==> config.mk <==
export PLATFORM = sky130hd
export DESIGN_NAME = char_lcd_nibble_write_sequencer_top
export DESIGN_NICKNAME = d
export VERILOG_FILES = /design/src/rtl/lcdnw_pkg.sv /design/src/rtl/lcdnw_front.sv /design/src/rtl/lcdnw_queue.sv /design/src/rtl/lcdnw_back.sv /design/src/rtl/char_lcd_nibble_write_sequencer_top.sv
export SDC_FILE = /design/constraint.sdc
export NUM_CORES = 1
export LEC_CHECK = 0
export BUFFER_PORTS_ARGS = -buffer_cell sky130_fd_sc_hd__buf_2
export CORE_MARGIN = 2
export CORE_UTILIZATION = 55
export CTS_CLUSTER_SIZE = 25
export DETAILED_ROUTE_END_ITERATION = 10
export GPL_TIMING_DRIVEN = 0
export PLACE_DENSITY_LB_ADDON = 0.15
export SYNTH_ARGS = -nofsm -noshare
export SYNTH_HDL_FRONTEND = slang
export SYNTH_SLANG_ARGS = --single-unit
==> constraint.sdc <==
create_clock -name clk -period 11.93 [get_ports clk]
set_clock_uncertainty 0.2 [all_clocks]
set_input_delay 2.386 -clock clk [delete_from_list [all_inputs] [get_ports clk]]
set_output_delay 2.386 -clock clk [all_outputs]
set_load 0.03 [all_outputs]
==> src/rtl/lcdnw_pkg.sv <==
`timescale 1ns / 1ps
`default_nettype none
package lcdnw_pkg;

  localparam int HOLD_W    = 24;
  localparam int SETUP_W   = 16;
  localparam int PULSE_W   = 20;
  localparam int CFG_W     = 20;
  localparam int CFG_IDX_W = 2;
  localparam int STEP_W    = 6;
  localparam int QUEUE_DEPTH_DEF = 2;

  localparam logic [1:0] CMD_WRITE = 2'd0;
  localparam logic [1:0] CMD_GOTO  = 2'd1;
  localparam logic [1:0] CMD_INIT  = 2'd2;
  localparam logic [1:0] CMD_NONE  = 2'd3;

  localparam logic [CFG_IDX_W-1:0] REG_SETUP     = 2'd0;
  localparam logic [CFG_IDX_W-1:0] REG_CMD_PULSE = 2'd1;
  localparam logic [CFG_IDX_W-1:0] REG_DAT_PULSE = 2'd2;
  localparam logic [CFG_IDX_W-1:0] REG_POWERUP   = 2'd3;

  localparam logic [SETUP_W-1:0] SETUP_RST     = 16'd20;
  localparam logic [PULSE_W-1:0] CMD_PULSE_RST = 20'd5000;
  localparam logic [PULSE_W-1:0] DAT_PULSE_RST = 20'd200;
  localparam logic [PULSE_W-1:0] POWERUP_RST   = 20'd100000;

  localparam logic [7:0] ROW0_BASE = 8'h80;
  localparam logic [7:0] ROW1_BASE = 8'hC0;

  typedef struct packed {
    logic       init;
    logic [7:0] value;
    logic       rs;
  } job_t;

  typedef struct packed {
    logic [SETUP_W-1:0] setup_us;
    logic [PULSE_W-1:0] command_pulse_us;
    logic [PULSE_W-1:0] data_pulse_us;
    logic [PULSE_W-1:0] powerup_us;
  } cfg_t;

  function automatic logic [7:0] init_byte(input logic [2:0] idx);
    logic [7:0] b;
    unique case (idx)
      3'd0: b = 8'h03;
      3'd1: b = 8'h03;
      3'd2: b = 8'h03;
      3'd3: b = 8'h02;
      3'd4: b = 8'h28;
      3'd5: b = 8'h0C;
      3'd6: b = 8'h01;
      default: b = 8'h06;
    endcase
    return b;
  endfunction

  function automatic logic [HOLD_W-1:0] init_wait(input logic [2:0] idx);
    logic [HOLD_W-1:0] w;
    unique case (idx)
      3'd0: w = 24'd5000;
      3'd6: w = 24'd2000;
      default: w = 24'd1000;
    endcase
    return w;
  endfunction

endpackage
`default_nettype wire

==> src/rtl/lcdnw_front.sv <==
`timescale 1ns / 1ps
`default_nettype none
module lcdnw_front (
  input  wire logic             s_tvalid,
  output logic                  s_tready,
  input  wire logic [15:0]      s_tdata,
  input  wire logic [1:0]       s_tuser,
  output logic                  push,
  output lcdnw_pkg::job_t       push_job,
  input  wire logic             push_ready
);

  logic [7:0] value;
  logic       rs;
  logic [5:0] column;
  logic       row;

  assign value  = s_tdata[7:0];
  assign rs     = s_tdata[8];
  assign column = s_tdata[14:9];
  assign row    = s_tdata[15];

  assign s_tready = push_ready;

  always_comb begin
    push_job = '0;
    push     = 1'b0;
    unique case (s_tuser)
      lcdnw_pkg::CMD_WRITE: begin
        push_job.value = value;
        push_job.rs    = rs;
        push           = s_tvalid;
      end
      lcdnw_pkg::CMD_GOTO: begin
        push_job.value = (row ? lcdnw_pkg::ROW1_BASE : lcdnw_pkg::ROW0_BASE) | {2'b00, column};
        push           = s_tvalid;
      end
      lcdnw_pkg::CMD_INIT: begin
        push_job.init  = 1'b1;
        push           = s_tvalid;
      end
      default: begin
        // unused code: beat taken and dropped
        push = 1'b0;
      end
    endcase
  end

endmodule
`default_nettype wire

==> src/rtl/lcdnw_queue.sv <==
`timescale 1ns / 1ps
`default_nettype none
module lcdnw_queue #(
  parameter int DEPTH = lcdnw_pkg::QUEUE_DEPTH_DEF
) (
  input  wire logic            clk,
  input  wire logic            rst,
  input  wire logic            push,
  input  wire lcdnw_pkg::job_t push_job,
  output logic                 push_ready,
  output logic                 head_valid,
  output lcdnw_pkg::job_t      head_job,
  input  wire logic            pop
);

  localparam int PTR_W = (DEPTH > 1) ? $clog2(DEPTH) : 1;
  localparam int CNT_W = $clog2(DEPTH + 1);
  localparam logic [PTR_W-1:0] LAST_PTR = PTR_W'(DEPTH - 1);
  localparam logic [CNT_W-1:0] FULL_CNT = CNT_W'(DEPTH);

  lcdnw_pkg::job_t   entries [DEPTH];
  logic [PTR_W-1:0]  wr_ptr;
  logic [PTR_W-1:0]  rd_ptr;
  logic [CNT_W-1:0]  count;
  logic              do_push;
  logic              do_pop;

  assign push_ready = (count != FULL_CNT);
  assign head_valid = (count != '0);
  assign head_job   = entries[rd_ptr];
  assign do_push    = push && push_ready;
  assign do_pop     = pop && head_valid;

  always_ff @(posedge clk) begin
    if (do_push) begin
      entries[wr_ptr] <= push_job;
    end
  end

  always_ff @(posedge clk) begin
    if (rst) begin
      wr_ptr <= '0;
      rd_ptr <= '0;
      count  <= '0;
    end else begin
      if (do_push) begin
        wr_ptr <= (wr_ptr == LAST_PTR) ? '0 : wr_ptr + 1'b1;
      end
      if (do_pop) begin
        rd_ptr <= (rd_ptr == LAST_PTR) ? '0 : rd_ptr + 1'b1;
      end
      if (do_push && !do_pop) begin
        count <= count + 1'b1;
      end else if (do_pop && !do_push) begin
        count <= count - 1'b1;
      end
    end
  end

endmodule
`default_nettype wire

==> src/rtl/lcdnw_back.sv <==
`timescale 1ns / 1ps
`default_nettype none
module lcdnw_back (
  input  wire logic            clk,
  input  wire logic            rst,
  input  wire lcdnw_pkg::cfg_t cfg,
  input  wire logic            head_valid,
  input  wire lcdnw_pkg::job_t head_job,
  output logic                 pop,
  output logic                 m_tvalid,
  input  wire logic            m_tready,
  output logic [31:0]          m_tdata,
  output logic                 m_tlast
);

  localparam int HW = lcdnw_pkg::HOLD_W;

  logic [lcdnw_pkg::STEP_W-1:0] step;
  logic [3:0]                   prev_nib;
  logic                         advance;
  logic                         emit;
  logic [2:0]                   byte_idx;
  logic                         low_half;
  logic [1:0]                   seg;
  logic [7:0]                   cur_byte;
  logic [3:0]                   nib;
  logic                         rs_lvl;
  logic [HW-1:0]                setup_ext;
  logic [HW-1:0]                extra;
  logic [HW-1:0]                hold;
  logic                         final_seg;
  logic [3:0]                   data_lvl;
  logic                         en_lvl;

  // step = {byte index, nibble half, segment}
  assign byte_idx = step[5:3];
  assign low_half = step[2];
  assign seg      = step[1:0];

  assign advance = !m_tvalid || m_tready;
  assign emit    = advance && head_valid;

  assign cur_byte  = head_job.init ? lcdnw_pkg::init_byte(byte_idx) : head_job.value;
  assign nib       = low_half ? cur_byte[3:0] : cur_byte[7:4];
  assign rs_lvl    = head_job.init ? 1'b0 : head_job.rs;
  assign setup_ext = HW'(cfg.setup_us);
  assign final_seg = (seg == 2'd3) && low_half && (!head_job.init || byte_idx == 3'd7);
  assign pop       = emit && final_seg;

  always_comb begin
    extra    = '0;
    data_lvl = nib;
    en_lvl   = 1'b0;
    hold     = setup_ext;
    unique case (seg)
      2'd0: begin
        data_lvl = prev_nib;
        if (head_job.init && step == '0) begin
          extra = HW'(cfg.powerup_us);
        end
        hold = setup_ext + extra;
      end
      2'd1: begin
        hold = setup_ext;
      end
      2'd2: begin
        en_lvl = 1'b1;
        hold   = rs_lvl ? HW'(cfg.data_pulse_us) : HW'(cfg.command_pulse_us);
      end
      default: begin
        if (head_job.init && low_half) begin
          extra = lcdnw_pkg::init_wait(byte_idx);
        end
        hold = setup_ext + extra;
      end
    endcase
  end

  always_ff @(posedge clk) begin
    if (rst) begin
      m_tvalid <= 1'b0;
      step     <= '0;
      prev_nib <= '0;
    end else if (advance) begin
      m_tvalid <= head_valid;
      if (head_valid) begin
        step <= final_seg ? '0 : step + 1'b1;
        if (seg == 2'd3) begin
          prev_nib <= nib;
        end
      end
    end
  end

  always_ff @(posedge clk) begin
    if (emit) begin
      m_tdata <= {2'b00, hold, en_lvl, data_lvl, rs_lvl};
      m_tlast <= final_seg;
    end
  end

endmodule
`default_nettype wire

==> src/rtl/char_lcd_nibble_write_sequencer_top.sv <==
`timescale 1ns / 1ps
`default_nettype none
// Character LCD sequencer for a 4-bit HD44780-style bus. Each input beat is a
// byte write, a cursor move or the init sequence (s_tuser); each output beat is
// one timed pin state for the board-level timer to hold for hold_us. A byte
// write or cursor move gives 8 output beats, init gives 64, one per cycle while
// m_tready is high; the back-end step counter sets that pace. A small job queue
// lets new requests be taken while earlier ones are still being sent. Unused
// command code 3 is accepted and dropped. Configuration writes take effect at
// once and should be made only while no request is in progress.
module char_lcd_nibble_write_sequencer_top #(
  parameter int QUEUE_DEPTH = lcdnw_pkg::QUEUE_DEPTH_DEF
) (
  input  wire logic                           clk,
  input  wire logic                           rst,
  input  wire logic                           s_tvalid,
  output logic                                s_tready,
  input  wire logic [15:0]                    s_tdata,   // value[7:0], rs, column[5:0], row
  input  wire logic [1:0]                     s_tuser,   // cmd
  output logic                                m_tvalid,
  input  wire logic                           m_tready,
  output logic [31:0]                         m_tdata,   // rs_pin, data_pins[3:0], en_pin,
                                                         // hold_us[23:0], zero pad
  output logic                                m_tlast,
  input  wire logic                           cfg_valid,
  output logic                                cfg_ready,
  input  wire logic [lcdnw_pkg::CFG_IDX_W-1:0] cfg_index,
  input  wire logic [lcdnw_pkg::CFG_W-1:0]     cfg_data
);

  lcdnw_pkg::cfg_t cfg;
  logic            push;
  lcdnw_pkg::job_t push_job;
  logic            push_ready;
  logic            head_valid;
  lcdnw_pkg::job_t head_job;
  logic            pop;

  assign cfg_ready = 1'b1;

  always_ff @(posedge clk) begin
    if (rst) begin
      cfg.setup_us         <= lcdnw_pkg::SETUP_RST;
      cfg.command_pulse_us <= lcdnw_pkg::CMD_PULSE_RST;
      cfg.data_pulse_us    <= lcdnw_pkg::DAT_PULSE_RST;
      cfg.powerup_us       <= lcdnw_pkg::POWERUP_RST;
    end else if (cfg_valid) begin
      unique case (cfg_index)
        lcdnw_pkg::REG_SETUP:     cfg.setup_us         <= cfg_data[lcdnw_pkg::SETUP_W-1:0];
        lcdnw_pkg::REG_CMD_PULSE: cfg.command_pulse_us <= cfg_data;
        lcdnw_pkg::REG_DAT_PULSE: cfg.data_pulse_us    <= cfg_data;
        default:                  cfg.powerup_us       <= cfg_data;
      endcase
    end
  end

  lcdnw_front u_front (
    .s_tvalid   (s_tvalid),
    .s_tready   (s_tready),
    .s_tdata    (s_tdata),
    .s_tuser    (s_tuser),
    .push       (push),
    .push_job   (push_job),
    .push_ready (push_ready)
  );

  lcdnw_queue #(
    .DEPTH (QUEUE_DEPTH)
  ) u_queue (
    .clk        (clk),
    .rst        (rst),
    .push       (push),
    .push_job   (push_job),
    .push_ready (push_ready),
    .head_valid (head_valid),
    .head_job   (head_job),
    .pop        (pop)
  );

  lcdnw_back u_back (
    .clk        (clk),
    .rst        (rst),
    .cfg        (cfg),
    .head_valid (head_valid),
    .head_job   (head_job),
    .pop        (pop),
    .m_tvalid   (m_tvalid),
    .m_tready   (m_tready),
    .m_tdata    (m_tdata),
    .m_tlast    (m_tlast)
  );

endmodule
`default_nettype wire
==> run metrics <==
status completed; sum of negative setup slack 0 ps; number of flops mapped to enable cells by yosys 48; Seq pwr share approximately two fifths; Yosys warnings 0; slew at the pin closest to its max-slew limit about 1000 ps; setup bufs post-CTS 0; worst hold path type reg2reg; layout cells sized above 1 between 10% and 20%; gr usage total between 20% and 30%; Routed wire per std cell about 17 um; Final Hold Fails 0; P_sw between 0.3 and 0.4 mW; FMAX about 0.22 GHz; CTS Hold Bufs 0; CTS Buf Count 17; number of distinct library cells after synthesis slightly below 70; Port Buffers 73; die span in y roughly 120 um; Synth Flop Type dfxtp_1; clk slew on worst S/H paths approximately 60 ps; Comb power frac a little under a fifth; routed vias between 6000 and 7000; # DRC 0; Synth Area per Inst ~8.9 sq um; total clock sinks between 100 and 150; P&R area growth vs syn 15.79%; sequential element share of the synthesized area 44.09%; Clock Latency Late Sink about 430 ps; area occupied by multi-input gates 3896 sq um; Max FO, Critical Path 37; gr ovfl total 0; num ports between 80 and 90; VDD IR max roughly 0.12 mV; ANT cells 0; final wirelength about 19000 um; H-tree Lvls 4; CP Class in2reg; CP Data Arrival Time approximately 4800 ps; RSZ-0062 raised after global routing no; Mapped Cells ~840; Final setup viols 0; P_leak about 3.5 nW; Resize count post-CTS 0; Via-to-Cell Ratio approximately 5.7; die area 14490 sq um; register area about 3300 sq um; initial antenna violation count 0; router iterations before antenna repair 7; DR iter-0 viols between 500 and 600; power share of the clock group 38.9%; Pint just over 0.9 mW; CP Launch Type input port; Power Total between 1 and 1.5 mW; CTS tree done; vias in the first global route roughly 5700; pwr dens 153.6 nW/um^2; Yosys top cell by area dfxtp_1; Max Transition Viols Final 0; first-pass GRT wire length 30280 um; Initial Util a little under three fifths; max-cap violations 0; nets 1015; Die Span X about 120 um; CTS Buffer Depth 2; Tcrit/Tclk final roughly 39%; crit end category register; min-delay src cfg[54]; Placer Congestion 0.8971; setup slack, reg-to-reg between 7000 and 8000 ps; critical path required time between 10000 and 15000 ps; Async SR Flop Fraction 0%; largest net degree at the start of global routing 38; Synth area leaders dfxtp_1 25%, edfxtp_1 19%, nand2_1 9.3%, a21oi_1 6.3%, ha_1 5.2%; max_slew headroom between 30% and 40%; Synth top area share 24.73%; CTS Root Cell clkbuf_16; core area 13240 sq um; Fill cells ~1200; Row Count between 40 and 50; Post-Syn Area 7447 sq um; FF-to-FF Start u_back.step[0]; crit path time final between 4000 and 5000 ps; Worst Setup SP m_tready; Antenna Nets Post-Route 0; DP HPWL 14280 um; switching share of power roughly 30%; Yosys reg bits 140
==> per-stage QoR <==
step	cells	cell area, sq um	hold WS [ps]	worst slack [ps]	util (%)
3_3_place_gp	1094	8048	238.4	6020	60.77
3_5_place_dp	1094	8049	243.8	6829	60.78
6_report	1126	8623	253.1	7310	65.12
5_1_grt	1126	8623	268.4	7111	65.12
4_1_cts	1126	8623	253.7	7283	65.12
2_1_floorplan	845	7462	231.7	6861	-
==> registers in the layout (all words and copies together), names as in the netlist, named ones only <==
signal and count:
u_back.prev_nib 4, cfg 76, u_back.m_tdata 27, u_queue.rd_ptr 1
u_back.step 6, u_queue.count 2, u_back.m_tvalid 1, u_queue.entries 20
u_back.m_tlast 1, u_queue.wr_ptr 1
==> area by class of cell <==
| type | count | area share [%] |
|---|---|---|
| Tap cell | 176 | 2.554 |
| Timing Repair Buffer | 73 | 4.237 |
| Multi-Input combinational cell | 640 | 45.18 |
| Buffer | 53 | 2.771 |
| Inverter | 12 | 0.5223 |
| Sequential cell | 140 | 38.07 |
| Clock inverter | 15 | 1.727 |
| Clock buffer | 17 | 4.933 |
==> placed cells by master, fill, tap and decap left out, drive strengths merged, types with 5 or more instances in the layout <==
cell type  instances
nand4             10
or3                5
o21ai             23
clkinvlp           5
mux2              13
edfxtp            48
ha                31
a21oi             93
xnor2              8
xor2              15
a31oi              5
and2              21
buf               84
conb               6
nand3b            16
dfxtp             92
nand2            185
nor2              47
and3              11
o211ai             6
nor2b              7
nor3               7
nand2b             7
nor3b              5
a21o               6
mux2i             28
o31ai              5
nand3             16
clkbuf            59
a22oi              5
clkinv             7
inv               13
==> cells in the mapped netlist (13+ instances only) <==
master	count
a21oi_1	93
nand3b_1	16
xor2_1	15
mux2_2	13
mux2i_1	28
nand2_1	185
nor2_1	47
edfxtp_1	48
and2_1	21
ha_1	31
clkbuf_1	42
dfxtp_1	92
o21ai_0	23
nand3_1	16
==> power by group through the flow <==
stage	Sequential (mW)	Combinational, mW	Clock, mW
after floorplan	0.603	0.135	0
after global placement	0.566	0.246	0
after detailed placement	0.567	0.249	0
after CTS	0.557	0.250	0.519
after global routing	0.560	0.273	0.541
final	0.557	0.252	0.516
==> worst paths after layout <==
kind,end,cells past startpoint
worst max register to register,u_back.m_tdata[20],14
worst min register to register,cfg[54],2
worst max-delay path,u_queue.count[1],8
worst min-delay path,cfg[54],2
==> worst max-delay path: stages <==
cell	delay, ps
buf_2	70
nand2b_1	100
o21a_1	220
clkbuf_2	730
nand2_1	320
ha_1	420
or3_1	370
a21oi_1	150
==> cell families after synthesis <==
kind of cell | after synthesis | synth area share, %
buffers and inverters | 65 | 3.797
XOR/XNOR | 23 | 2.705
adder cells (fa/ha/maj) | 33 | 5.746
flip-flops | 140 | 44.09
other | 2 | 0.1008
AO/OA/AOI/OAI | 184 | 15.32
AND/OR/NAND/NOR | 351 | 21.91
multiplexers | 43 | 6.334
==> per-layer routing <==
metal / track usage [%] / up-vias / wire length [um]
met5: 0 / - / 0
met4: 10.83 / 0 / 447
met3: 5.047 / 33 / 1506
met2: 38.21 / 252 / 8064
met1: 40.70 / 2979 / 9007
li1: - / 3160 / -
Power figures use the tool's default switching activity.
